`src/rtl/tcfod_pkg.sv`:
```
// ----------------------------------------------------------------------------
// tcfod_pkg
// Shared types and constants for the two-class ordered-drain FIFO.
// ----------------------------------------------------------------------------
package tcfod_pkg;

  localparam int QUEUE_DEPTH_DEF = 16;
  localparam int STAMP_BITS_DEF  = 16;

  localparam int ACTION_W    = 3;
  localparam int IDENT_W     = 32;
  localparam int STATUS_W    = 2;
  localparam int IN_TDATA_W  = 40;  // action + ident, padded to bytes
  localparam int OUT_TDATA_W = 40;  // status + ident, padded to bytes

  typedef enum logic [ACTION_W-1:0] {
    ACT_ADD       = 3'd0,
    ACT_DRAIN_ALL = 3'd1,
    ACT_DRAIN_C0  = 3'd2,
    ACT_DRAIN_C1  = 3'd3,
    ACT_Q_BOTH    = 3'd4,
    ACT_Q_C0      = 3'd5,
    ACT_Q_C1      = 3'd6
  } action_t;

  typedef enum logic [STATUS_W-1:0] {
    ST_DRAINED = 2'd0,
    ST_YES     = 2'd1,
    ST_NO      = 2'd2,
    ST_DROPPED = 2'd3
  } status_t;

  // controller -> datapath
  typedef struct packed {
    logic    push;       // store input word in queue of its kind
    logic    stamp_inc;  // advance arrival stamp
    logic    emit;       // load output register
    status_t status;
    logic    kind;
    logic    use_id;     // output ident from input word
    logic    pop;        // output ident from head of pop_cls, advance head
    logic    pop_cls;
    logic    last;
  } dp_cmd_t;

  // datapath -> controller
  typedef struct packed {
    logic empty0;
    logic empty1;
    logic full0;
    logic full1;
    logic one0;
    logic one1;
    logic older0;    // class 0 head strictly older than class 1 head
    logic out_free;  // output register can take a word this cycle
  } dp_sts_t;

endpackage

```
`src/rtl/tcfod_queue.sv`:
```
// ----------------------------------------------------------------------------
// tcfod_queue
// Circular buffer of one class: identifier and arrival stamp per entry.
// ----------------------------------------------------------------------------
module tcfod_queue #(
  parameter int QUEUE_DEPTH = tcfod_pkg::QUEUE_DEPTH_DEF,
  parameter int STAMP_BITS  = tcfod_pkg::STAMP_BITS_DEF
) (
  input  logic                          clk,
  input  logic                          rst_n,
  input  logic                          push,
  input  logic                          pop,
  input  logic [tcfod_pkg::IDENT_W-1:0] wr_id,
  input  logic [STAMP_BITS-1:0]         wr_stamp,
  output logic [tcfod_pkg::IDENT_W-1:0] head_id,
  output logic [STAMP_BITS-1:0]         head_stamp,
  output logic                          empty,
  output logic                          full,
  output logic                          one
);
  import tcfod_pkg::*;

  localparam int IDX_W  = $clog2(QUEUE_DEPTH);
  localparam int FILL_W = $clog2(QUEUE_DEPTH + 1);

  logic [IDENT_W-1:0]    ids_r    [QUEUE_DEPTH];
  logic [STAMP_BITS-1:0] stamps_r [QUEUE_DEPTH];
  logic [IDX_W-1:0]      head_r, head_nxt;
  logic [FILL_W-1:0]     fill_r, fill_nxt;
  logic [IDX_W:0]        tail_sum;
  logic [IDX_W-1:0]      tail;

  assign tail_sum = (IDX_W+1)'(head_r) + (IDX_W+1)'(fill_r);
  assign tail     = (tail_sum >= (IDX_W+1)'(QUEUE_DEPTH))
                    ? IDX_W'(tail_sum - (IDX_W+1)'(QUEUE_DEPTH))
                    : IDX_W'(tail_sum);

  assign empty      = (fill_r == '0);
  assign full       = (fill_r == FILL_W'(QUEUE_DEPTH));
  assign one        = (fill_r == FILL_W'(1));
  assign head_id    = ids_r[head_r];
  assign head_stamp = stamps_r[head_r];

  always_comb begin
    head_nxt = head_r;
    fill_nxt = fill_r;
    if (push && !full) begin
      fill_nxt = fill_r + FILL_W'(1);
    end else if (pop && !empty) begin
      fill_nxt = fill_r - FILL_W'(1);
      head_nxt = (head_r == IDX_W'(QUEUE_DEPTH - 1)) ? '0 : head_r + IDX_W'(1);
    end
  end

  always_ff @(posedge clk) begin
    if (!rst_n) begin
      head_r <= '0;
      fill_r <= '0;
    end else begin
      head_r <= head_nxt;
      fill_r <= fill_nxt;
    end
  end

  always_ff @(posedge clk) begin
    if (push && !full) begin
      ids_r[tail]    <= wr_id;
      stamps_r[tail] <= wr_stamp;
    end
  end

endmodule

```
`src/rtl/tcfod_datapath.sv`:
```
// ----------------------------------------------------------------------------
// tcfod_datapath
// Both class queues, shared arrival stamp, head ordering and output register.
// ----------------------------------------------------------------------------
module tcfod_datapath #(
  parameter int QUEUE_DEPTH = tcfod_pkg::QUEUE_DEPTH_DEF,
  parameter int STAMP_BITS  = tcfod_pkg::STAMP_BITS_DEF
) (
  input  logic                             clk,
  input  logic                             rst_n,
  input  tcfod_pkg::dp_cmd_t               cmd,
  output tcfod_pkg::dp_sts_t               sts,
  input  logic                             in_kind,
  input  logic [tcfod_pkg::IDENT_W-1:0]    in_ident,
  output logic                             out_valid,
  input  logic                             out_ready,
  output tcfod_pkg::status_t               out_status,
  output logic                             out_kind,
  output logic [tcfod_pkg::IDENT_W-1:0]    out_ident,
  output logic                             out_last
);
  import tcfod_pkg::*;

  logic [STAMP_BITS-1:0] stamp_r;
  logic [IDENT_W-1:0]    head_id0, head_id1;
  logic [STAMP_BITS-1:0] head_st0, head_st1, stamp_diff;
  logic                  empty0, empty1, full0, full1, one0, one1;

  logic                  out_valid_r;
  status_t               out_status_r;
  logic                  out_kind_r;
  logic [IDENT_W-1:0]    out_ident_r;
  logic                  out_last_r;
  logic [IDENT_W-1:0]    emit_id;

  tcfod_queue #(.QUEUE_DEPTH(QUEUE_DEPTH), .STAMP_BITS(STAMP_BITS)) u_q0 (
    .clk        (clk),
    .rst_n      (rst_n),
    .push       (cmd.push && !in_kind),
    .pop        (cmd.pop && !cmd.pop_cls),
    .wr_id      (in_ident),
    .wr_stamp   (stamp_r),
    .head_id    (head_id0),
    .head_stamp (head_st0),
    .empty      (empty0),
    .full       (full0),
    .one        (one0)
  );

  tcfod_queue #(.QUEUE_DEPTH(QUEUE_DEPTH), .STAMP_BITS(STAMP_BITS)) u_q1 (
    .clk        (clk),
    .rst_n      (rst_n),
    .push       (cmd.push && in_kind),
    .pop        (cmd.pop && cmd.pop_cls),
    .wr_id      (in_ident),
    .wr_stamp   (stamp_r),
    .head_id    (head_id1),
    .head_stamp (head_st1),
    .empty      (empty1),
    .full       (full1),
    .one        (one1)
  );

  // wrapped compare: sign of the modular difference
  assign stamp_diff = head_st0 - head_st1;

  always_comb begin
    sts.empty0   = empty0;
    sts.empty1   = empty1;
    sts.full0    = full0;
    sts.full1    = full1;
    sts.one0     = one0;
    sts.one1     = one1;
    sts.older0   = stamp_diff[STAMP_BITS-1];
    sts.out_free = !out_valid_r || out_ready;
  end

  always_comb begin
    if (cmd.pop) begin
      emit_id = cmd.pop_cls ? head_id1 : head_id0;
    end else if (cmd.use_id) begin
      emit_id = in_ident;
    end else begin
      emit_id = '0;
    end
  end

  always_ff @(posedge clk) begin
    if (!rst_n) begin
      stamp_r     <= '0;
      out_valid_r <= 1'b0;
    end else begin
      if (cmd.stamp_inc) begin
        stamp_r <= stamp_r + STAMP_BITS'(1);
      end
      if (cmd.emit) begin
        out_valid_r <= 1'b1;
      end else if (out_ready) begin
        out_valid_r <= 1'b0;
      end
    end
  end

  always_ff @(posedge clk) begin
    if (cmd.emit) begin
      out_status_r <= cmd.status;
      out_kind_r   <= cmd.kind;
      out_ident_r  <= emit_id;
      out_last_r   <= cmd.last;
    end
  end

  assign out_valid  = out_valid_r;
  assign out_status = out_status_r;
  assign out_kind   = out_kind_r;
  assign out_ident  = out_ident_r;
  assign out_last   = out_last_r;

endmodule

```
`src/rtl/tcfod_ctrl.sv`:
```
// ----------------------------------------------------------------------------
// tcfod_ctrl
// Command decode and drain sequencer: one pop per cycle while draining and the output is free.
// ----------------------------------------------------------------------------
module tcfod_ctrl (
  input  logic                 clk,
  input  logic                 rst_n,
  input  logic                 in_valid,
  input  tcfod_pkg::action_t   action,
  input  logic                 kind,
  input  tcfod_pkg::dp_sts_t   sts,
  output logic                 in_ready,
  output tcfod_pkg::dp_cmd_t   cmd
);
  import tcfod_pkg::*;

  typedef enum logic {
    S_IDLE,
    S_DRAIN
  } state_t;

  typedef enum logic [1:0] {
    M_ALL,
    M_C0,
    M_C1
  } mode_t;

  state_t state_r, state_nxt;
  mode_t  mode_r, mode_nxt;
  logic   accept;
  logic   pick;
  logic   fin;
  logic   yes;

  assign in_ready = (state_r == S_IDLE) && sts.out_free;
  assign accept   = in_valid && in_ready;

  // head selection; a stamp tie goes to class 1
  always_comb begin
    case (mode_r)
      M_ALL: begin
        pick = !(sts.empty1 || (!sts.empty0 && sts.older0));
        fin  = (sts.one0 && sts.empty1) || (sts.one1 && sts.empty0);
      end
      M_C0: begin
        pick = 1'b0;
        fin  = sts.one0;
      end
      M_C1: begin
        pick = 1'b1;
        fin  = sts.one1;
      end
      default: begin
        pick = 1'b0;
        fin  = 1'b1;
      end
    endcase
  end

  always_comb begin
    state_nxt = state_r;
    mode_nxt  = mode_r;
    cmd       = '0;
    yes       = 1'b0;
    case (state_r)
      S_IDLE: begin
        if (accept) begin
          case (action)
            ACT_ADD: begin
              cmd.stamp_inc = 1'b1;
              if (kind ? sts.full1 : sts.full0) begin
                cmd.emit   = 1'b1;
                cmd.status = ST_DROPPED;
                cmd.kind   = kind;
                cmd.use_id = 1'b1;
                cmd.last   = 1'b1;
              end else begin
                cmd.push = 1'b1;
              end
            end
            ACT_DRAIN_ALL: begin
              mode_nxt = M_ALL;
              if (!(sts.empty0 && sts.empty1)) begin
                state_nxt = S_DRAIN;
              end
            end
            ACT_DRAIN_C0: begin
              mode_nxt = M_C0;
              if (!sts.empty0) begin
                state_nxt = S_DRAIN;
              end
            end
            ACT_DRAIN_C1: begin
              mode_nxt = M_C1;
              if (!sts.empty1) begin
                state_nxt = S_DRAIN;
              end
            end
            ACT_Q_BOTH, ACT_Q_C0, ACT_Q_C1: begin
              if (action == ACT_Q_BOTH) begin
                yes = sts.empty0 && sts.empty1;
              end else if (action == ACT_Q_C0) begin
                yes = sts.empty0;
              end else begin
                yes = sts.empty1;
              end
              cmd.emit   = 1'b1;
              cmd.status = yes ? ST_YES : ST_NO;
              cmd.last   = 1'b1;
            end
            default: begin
            end
          endcase
        end
      end
      S_DRAIN: begin
        if (sts.out_free) begin
          cmd.emit    = 1'b1;
          cmd.pop     = 1'b1;
          cmd.pop_cls = pick;
          cmd.kind    = pick;
          cmd.status  = ST_DRAINED;
          cmd.last    = fin;
          if (fin) begin
            state_nxt = S_IDLE;
          end
        end
      end
      default: begin
        state_nxt = S_IDLE;
      end
    endcase
  end

  always_ff @(posedge clk) begin
    if (!rst_n) begin
      state_r <= S_IDLE;
      mode_r  <= M_ALL;
    end else begin
      state_r <= state_nxt;
      mode_r  <= mode_nxt;
    end
  end

endmodule

```
`src/rtl/two_class_fifo_ordered_drain.sv`:
```
// Adds (drop) and queries: the result is registered and is on out_* in the cycle after accept.
// Drains: accept moves the controller to S_DRAIN; items then go to the output register
// one item per cycle while out_tready holds; in_tready stays low until the last item is in
// the output register. Adds and queries: one word per cycle while out_tready holds.
// Reset: synchronous, clears queue pointers, fill counts, arrival stamp and
// output valid; queue storage is not cleared and is never read before written.
// ----------------------------------------------------------------------------
// two_class_fifo_ordered_drain
// Two class FIFOs with shared arrival stamps; drain-all in global arrival order.
// ----------------------------------------------------------------------------
module two_class_fifo_ordered_drain #(
  parameter int QUEUE_DEPTH = tcfod_pkg::QUEUE_DEPTH_DEF,
  parameter int STAMP_BITS  = tcfod_pkg::STAMP_BITS_DEF
) (
  input  logic                                clk,
  input  logic                                rst_n,
  input  logic                                in_tvalid,
  output logic                                in_tready,
  input  logic [tcfod_pkg::IN_TDATA_W-1:0]    in_tdata,   // action[2:0], ident[34:3], zero pad
  input  logic                                in_tuser,   // kind
  output logic                                out_tvalid,
  input  logic                                out_tready,
  output logic [tcfod_pkg::OUT_TDATA_W-1:0]   out_tdata,  // status[1:0], out_ident[33:2], zero pad
  output logic                                out_tuser,  // out_kind
  output logic                                out_tlast   // last
);
  import tcfod_pkg::*;

  dp_cmd_t            cmd;
  dp_sts_t            sts;
  action_t            action;
  logic [IDENT_W-1:0] in_ident;
  status_t            out_status;
  logic [IDENT_W-1:0] out_ident;

  assign action   = action_t'(in_tdata[ACTION_W-1:0]);
  assign in_ident = in_tdata[ACTION_W +: IDENT_W];

  tcfod_ctrl u_ctrl (
    .clk      (clk),
    .rst_n    (rst_n),
    .in_valid (in_tvalid),
    .action   (action),
    .kind     (in_tuser),
    .sts      (sts),
    .in_ready (in_tready),
    .cmd      (cmd)
  );

  tcfod_datapath #(.QUEUE_DEPTH(QUEUE_DEPTH), .STAMP_BITS(STAMP_BITS)) u_dp (
    .clk        (clk),
    .rst_n      (rst_n),
    .cmd        (cmd),
    .sts        (sts),
    .in_kind    (in_tuser),
    .in_ident   (in_ident),
    .out_valid  (out_tvalid),
    .out_ready  (out_tready),
    .out_status (out_status),
    .out_kind   (out_tuser),
    .out_ident  (out_ident),
    .out_last   (out_tlast)
  );

  assign out_tdata = {(OUT_TDATA_W-STATUS_W-IDENT_W)'(0), out_ident, out_status};

endmodule

```
`config.mk`:
```
export PLATFORM = sky130hd
export DESIGN_NAME = two_class_fifo_ordered_drain
export DESIGN_NICKNAME = d
export VERILOG_FILES = /design/src/rtl/tcfod_pkg.sv /design/src/rtl/tcfod_queue.sv /design/src/rtl/tcfod_datapath.sv /design/src/rtl/tcfod_ctrl.sv /design/src/rtl/two_class_fifo_ordered_drain.sv
export SDC_FILE = /design/constraint.sdc
export NUM_CORES = 1
export LEC_CHECK = 0
export BUFFER_PORTS_ARGS = -buffer_cell sky130_fd_sc_hd__buf_2
export CORE_ASPECT_RATIO = 0.6
export CORE_MARGIN = 5
export CORE_UTILIZATION = 67
export CTS_CLUSTER_SIZE = 10
export DETAILED_ROUTE_END_ITERATION = 12
export MAX_ROUTING_LAYER = met4
export PLACE_DENSITY = 0.81
export SETUP_SLACK_MARGIN = 0.2
export SLEW_MARGIN = 40
export SYNTH_ARGS = -nofsm -noshare
export SYNTH_HDL_FRONTEND = slang
export SYNTH_SLANG_ARGS = --single-unit
```
`constraint.sdc`:
```
create_clock -name clk -period 11.75 [get_ports clk]
set_input_delay 2.35 -clock clk [delete_from_list [all_inputs] [get_ports clk]]
set_output_delay 2.35 -clock clk [all_outputs]
set_load 0.02 [all_outputs]
```
== Word level (Yosys, flattened, before mapping) ==
Memory sizes are Yosys's and may differ from the RTL's. A register that Yosys moved wholly into a read port is not among the register bits.
Index checks and enable logic that the tools add are counted.

* Word-level logic and storage cells: 143
* Memories: 4
* Input port bits: 45
* Flip-flop bits (word level): 74
* Bits in read-only memories: 0
* Latch bits: 0
* Memory bits (writable): 1536

* Eq/ne operators: 14
* Mux-type cells: 59
* $lt $le $gt $ge: 2
* Div/mod/pow operators: 0
* Multipliers: 0
* Shift operators: 0
* Add/sub/neg operators: 12
* Bitwise operators: 3
* Reduce and logical (&&, ||, !) cells: 37

{| class="wikitable"
|+ Memory list
! name !! depth !! width !! read ports !! clocked after memory_dff !! write ports !! RTL line !! text
|-
| u_dp.u_q0.ids_r || 16 || 32 || 1 || 1 || 1 || tcfod_queue.sv:26 || <nowiki>logic [IDENT_W-1:0] ids_r [QUEUE_DEPTH];</nowiki>
|-
| u_dp.u_q1.ids_r || 16 || 32 || 1 || 1 || 1 || tcfod_queue.sv:26 ||
|-
| u_dp.u_q0.stamps_r || 16 || 16 || 1 || 1 || 1 || tcfod_queue.sv:27 || <nowiki>logic [STAMP_BITS-1:0] stamps_r [QUEUE_DEPTH];</nowiki>
|-
| u_dp.u_q1.stamps_r || 16 || 16 || 1 || 1 || 1 || tcfod_queue.sv:27 ||
|}

{| class="wikitable"
|+ Operators by type and width
! operator !! count
|-
| two-way mux 32 bit || 3
|-
| two-way mux 4 bit || 13
|-
| two-way mux 5 bit || 5
|-
| two-way mux 1 bit || 22
|-
| adder 16 x 1 -> 16 bit, second input constant || 1
|-
| subtractor 16 bit || 1
|-
| logical AND 1 bit || 14
|-
| adder 4 x 5 -> 5 bit || 2
|-
| adder 5 x 1 -> 5 bit, second input constant || 2
|-
| == test 5 x 1 -> 1 bit, second input constant || 2
|-
| == test 5 bit, second input constant || 2
|-
| greater-or-equal comparator 5 bit, second input constant || 2
|-
| zero test 5 bit || 2
|-
| two-way mux 2 bit || 5
|-
| subtractor 5 x 1 -> 5 bit, second input constant || 2
|-
| == test 3 bit, second input constant || 3
|-
| adder 4 x 1 -> 4 bit, second input constant || 2
|-
| == test 4 bit, second input constant || 2
|-
| zero test 1 bit || 8
|-
| case mux 1 bit (2 select lines) || 4
|-
| case mux 4 bit (2 select lines) || 1
|-
| subtractor 4 x 1 -> 4 bit, second input constant || 2
|-
| two-way mux 7 bit || 1
|-
| == test 3 x 2 -> 1 bit, second input constant || 2
|-
| 16 further kinds || 24
|}

== Depth between registers and ports, before layout ==
* Depth after elaboration: 16
* Mapped depth: 18
* Mapped depth without buffers: 12

== Hierarchy ==
A second synthesis with hierarchy kept.

* Cell total of the unflattened synthesis: 2881
* Area, all modules: 62516.2 µm²

{| class="wikitable"
|+ Modules (own cells, without submodules)
! module !! cells an instance !! times used !! area each (µm²)
|-
| tcfod_queue at u_dp.u_q1 || 1284 || 1 || 29590.9
|-
| tcfod_queue at u_dp.u_q0 || 1280 || 1 || 29544.6
|-
| tcfod_datapath || 257 || 1 || 2982.9
|-
| tcfod_ctrl || 53 || 1 || 349.1
|-
| two_class_fifo_ordered_drain || 7 || 1 || 48.8
|}

== Worst setup path after synthesis ==
OpenSTA, ideal clock, no wires.

* Path kind: input -> register
* Start point: in out_tready
* End point: mem u_dp.u_q1.ids_r[2][0], enable pin
* Buffers on the path: 1
* Cell stages on the path: 7
* Setup time: 0.454 ns
* Data arrival time: 5.834 ns
* Slack: 5.462 ns
* Cell sequence: nor2b_1 -> nor4b_4 -> nor3b_2 -> and3_1 -> clkbuf_1 -> nand3b_1 -> nor2_1

* Longest elaborated chain between the ends: 9

{| class="wikitable"
|+ RTL lines
! item !! RTL line !! text
|-
| from (decl) || two_class_fifo_ordered_drain.sv:22 || <nowiki>input logic out_tready,</nowiki>
|-
| logical OR 1 bit || tcfod_datapath.sv:75 || <nowiki>sts.out_free = !out_valid_r || out_ready;</nowiki>
|-
| logical AND 1 bit || tcfod_ctrl.sv:35 || <nowiki>assign in_ready = (state_r == S_IDLE) && sts.out_free;</nowiki>
|-
| logical AND 1 bit || tcfod_ctrl.sv:36 || <nowiki>assign accept = in_valid && in_ready;</nowiki>
|-
| two-way mux 7 bit || tcfod_ctrl.sv:67 || <nowiki>if (accept) begin</nowiki>
|-
| two-way mux 2 bit || tcfod_ctrl.sv:65 || <nowiki>case (state_r)</nowiki>
|-
| logical AND 1 bit || tcfod_datapath.sv:53 || <nowiki>.push (cmd.push && in_kind),</nowiki>
|-
| logical AND 1 bit || tcfod_queue.sv:66 || <nowiki>if (push && !full) begin</nowiki>
|-
| two-way mux 1 bit || tcfod_queue.sv:66 ||
|-
| two-way mux 1 bit (implied by the code) || tcfod_queue.sv:67 || <nowiki>ids_r[tail] <= wr_id;</nowiki>
|-
| to (decl) || tcfod_queue.sv:26 ||
|}

Every way passes these cells.

==> results.yml <==
run_status:
  status: "completed"
sta:
  min_period_over_period_pct: 56.4
  setup_violations: 0
  finalClockSkew_ps: 49.2
  hold_violations: 0
  max_slew.worst_pin.slew_ps: 907
  relSlewSlack_pct: 39.5
  final_max_slew_viol_count: 0
  rsz0062_at_grt: "false"
  whs_ps: 506
  tns_ps: 0
  fmax_mhz: 151
  fin_ws_ps: 5130
  fin_crit_ps: 6620
grt:
  grt_pass1_wl_mm: 234
  antenna_found_initial: 3
  grt_pass1_vias: 32300
  grt_max_degree: 87
  use_met2_pct: 53.1
  grt-ovfl-total: 0
  grtUsageTotal_pct: 34.8
  top_usage_layer: "met2"
  grtUsageMet3_pct: 8.03
  use_met1_pct: 47.6
min_path:
  holdCritPathClass: "flip-flop to flip-flop"
power:
  power.share.switching_pct: 19.8
  netSwitchingPower_mw: 2.26
  vdd_drop_max_v: 0.000223
  p_clk_share_pct: 43.5
  internal_power_mw: 9.14
  p_comb_share_pct: 1.1
  power_density_mw_per_mm2: 164
  power.leakage_nw: 22.4
  seq_power_share_pct: 55.4
worst_setup_path:
  cp-end-kind: "flip-flop"
  path_max_fanout: 49
  path_class: "flip-flop to flip-flop"
  critPathRequiredTime_ps: 12220
  crit_path_start_kind: "flip-flop"
  arrival_ps: 7090
floorplan:
  rows: 86
  fp.dieArea_mm2: 0.0995
  fp.dieW_um: 404
  core-area_mm2: 0.0921
  fp.dieH_um: 246
  start_util_pct: 67.7
  io_pins: 89
synthesis:
  synthArstFlopShare_pct: 0
  synth-edff-count: 1572
  synthCells: 2690
  ys_ff_latch: 1618
  ys_types: 61
  ys_warn_count: 0
  yosys.area.top_type: "edfxtp_1"
  synth_top_cell_area_share_pct: 75.7
  yosys-top-cells-area: "edfxtp_1, mux4_2, dfxtp_1"
  synthFlopType: "edfxtp_1"
  synthesis.area_mm2: 0.0624
  synth.avg_cell_area_um2: 23.2
  yosysSeqAreaShare_pct: 77.2
placement:
  place_area_mm2: 0.0647
  dp_slack_ps: 5340
  hpwl_mm: 73.6
  gp_congestion: 0.787
  port_buffers: 77
clock_tree:
  clock_path_buffers: 3
  tritoncts: "done"
  cts_resized: 0
  cts_hold_buf: 0
  cts.clk_slew.worst_paths_ps: 60
  cts_buffers: 179
  cts_post_setup_buffers_inserted: 0
  clock-root-buffer: "clkbuf_16"
  insertion_delay_ps: 810
  cts_sinks: 1618
  htreeDepth: 4
finish:
  area_delta_synth_final_pct: 11.7
  drive_gt1_share_pct: 29.9
  fin_area_mm2: 0.0697
  final_nets: 2963
  fillCellCount: 4579
route:
  ant_nets: 0
  drc: 0
  vias: 31100
  drt_iter0_drc: 5044
  drtPass1Iterations: 6
  wl_per_cell_um: 38.9
  drt-total-wl_mm: 163
  viasPerCell: 7.43
run:
  maxCapViolations: 0
## stage by stage
stage                     power, mW  std cells  util (%)
final                          11.4       4179      75.7
after global routing           11.7       4179      75.7
after global placement         6.55       3927      69.9
after floorplan                6.48       2695         -
after detailed placement       6.56       3936      70.3
after CTS                      11.4       4175      75.6
## placed cells by master (no fill, tap or decap), types with 30 or more instances in the layout
cell / n
mux4_2: 476
buf_2: 78
edfxtp_1: 1572
clkbuf_1: 45
nor2_4: 33
clkbuf_16: 184
nand2_1: 82
mux2i_1: 44
buf_6: 30
nor2_1: 33
## worst paths after layout
path	end	slack [ps]	depth (start not counted)	start
min reg2reg	u_ctrl.mode_r[1]	510	2	u_ctrl.mode_r[1]
max	u_dp.out_ident[21]	5130	15	flip-flop
max reg2reg	u_dp.out_ident[21]	5130	15	flip-flop
min	u_ctrl.mode_r[1]	510	2	u_ctrl.mode_r[1]
## layout make-up
cell class	count	area (um2)	area share, %
sequential	1618	48200	69.1
tap	1232	1540	2.21
antenna	2	5.00	0.00718
clock buffer	229	4770	6.85
multi-input combinational	921	13800	19.8
timing repair buffer	143	1150	1.64
clock inverter	10	125	0.180
inverter	24	90.1	0.129
## cells in the mapped netlist, types with 2 or more instances
cell and count:
nor2_1 66, nand4_1 7, nand2_1 83, nor3_1 9
or3_1 5, ha_1 29, xnor2_1 12, buf_2 36
mux4_2 476, a21oi_1 24, buf_6 5, and3_1 8
buf_4 7, a31oi_1 4, mux2i_1 44, nand3b_1 2
nor2b_1 8, fa_1 2, clkbuf_1 65, nor3b_1 2
edfxtp_1 1572, a22oi_1 4, inv_1 24, a41oi_1 2
o21ai_1 16, xor2_1 15, nand2b_1 9, buf_1 19
o21a_1 3, o21ai_0 27, a21o_1 10, dfxtp_1 46
nand3_1 21
## kinds of logic (layout without fill, tap and decap cells)
kind of cell    count (synthesis)  in the layout  synth area share (%)
flops                        1618           1618                  77.2
mux                           521            521                  17.9
simple gates                  230            230                  1.72
buf+inv                       156            406                  1.11
compound gates                106            106                  1.06
fa+ha+maj                      31             31                 0.646
xor+xnor                       27             27                 0.379
other cells                     1              8               0.00601
## power groups by stage
| stage | combinational (mW) | sequential, mW | clock, mW |
|---|---|---|---|
| 2_1_floorplan | 0.0392 | 6.44 | 0 |
| 3_3_place_gp | 0.116 | 6.43 | 0 |
| 3_5_place_dp | 0.127 | 6.43 | 0 |
| 4_1_cts | 0.129 | 6.31 | 5.00 |
| 5_1_grt | 0.139 | 6.31 | 5.28 |
| 6_report | 0.130 | 6.31 | 4.96 |
## critical path, stage by stage, from the launching register on
cell and delay [ps]:
dfxtp_4 620, buf_12 250, buf_12 230, buf_6 580
mux4_2 620, mux4_2 540, ha_1 350, nand4_1 150
nor2_1 340, nand4_1 250, a41o_1 330, nand4_1 220
a31o_4 430, buf_4 670, mux2i_1 340, o21ai_1 140
## flip-flops by register name, indices dropped and copies added, names as in the netlist, named ones only
register            flops
u_ctrl.mode_r           2
u_ctrl.state_r          1
u_dp.out_ident         32
u_dp.out_kind           1
u_dp.out_last           1
u_dp.out_status         2
u_dp.out_valid          1
u_dp.stamp_r           16
u_dp.u_q0.fill_r        5
u_dp.u_q0.head_r        4
u_dp.u_q0.ids_r       512
u_dp.u_q0.stamps_r    256
u_dp.u_q1.fill_r        5
u_dp.u_q1.head_r        4
u_dp.u_q1.ids_r       512
u_dp.u_q1.stamps_r    256
## layer usage
layer	share of wire, %	up-vias
li1	-	11700
met1	35	16200
met2	49	2725
met3	13	406
met4	3.9	0
met5	0	-
No activity file was read; power rests on OpenSTA's default activity.
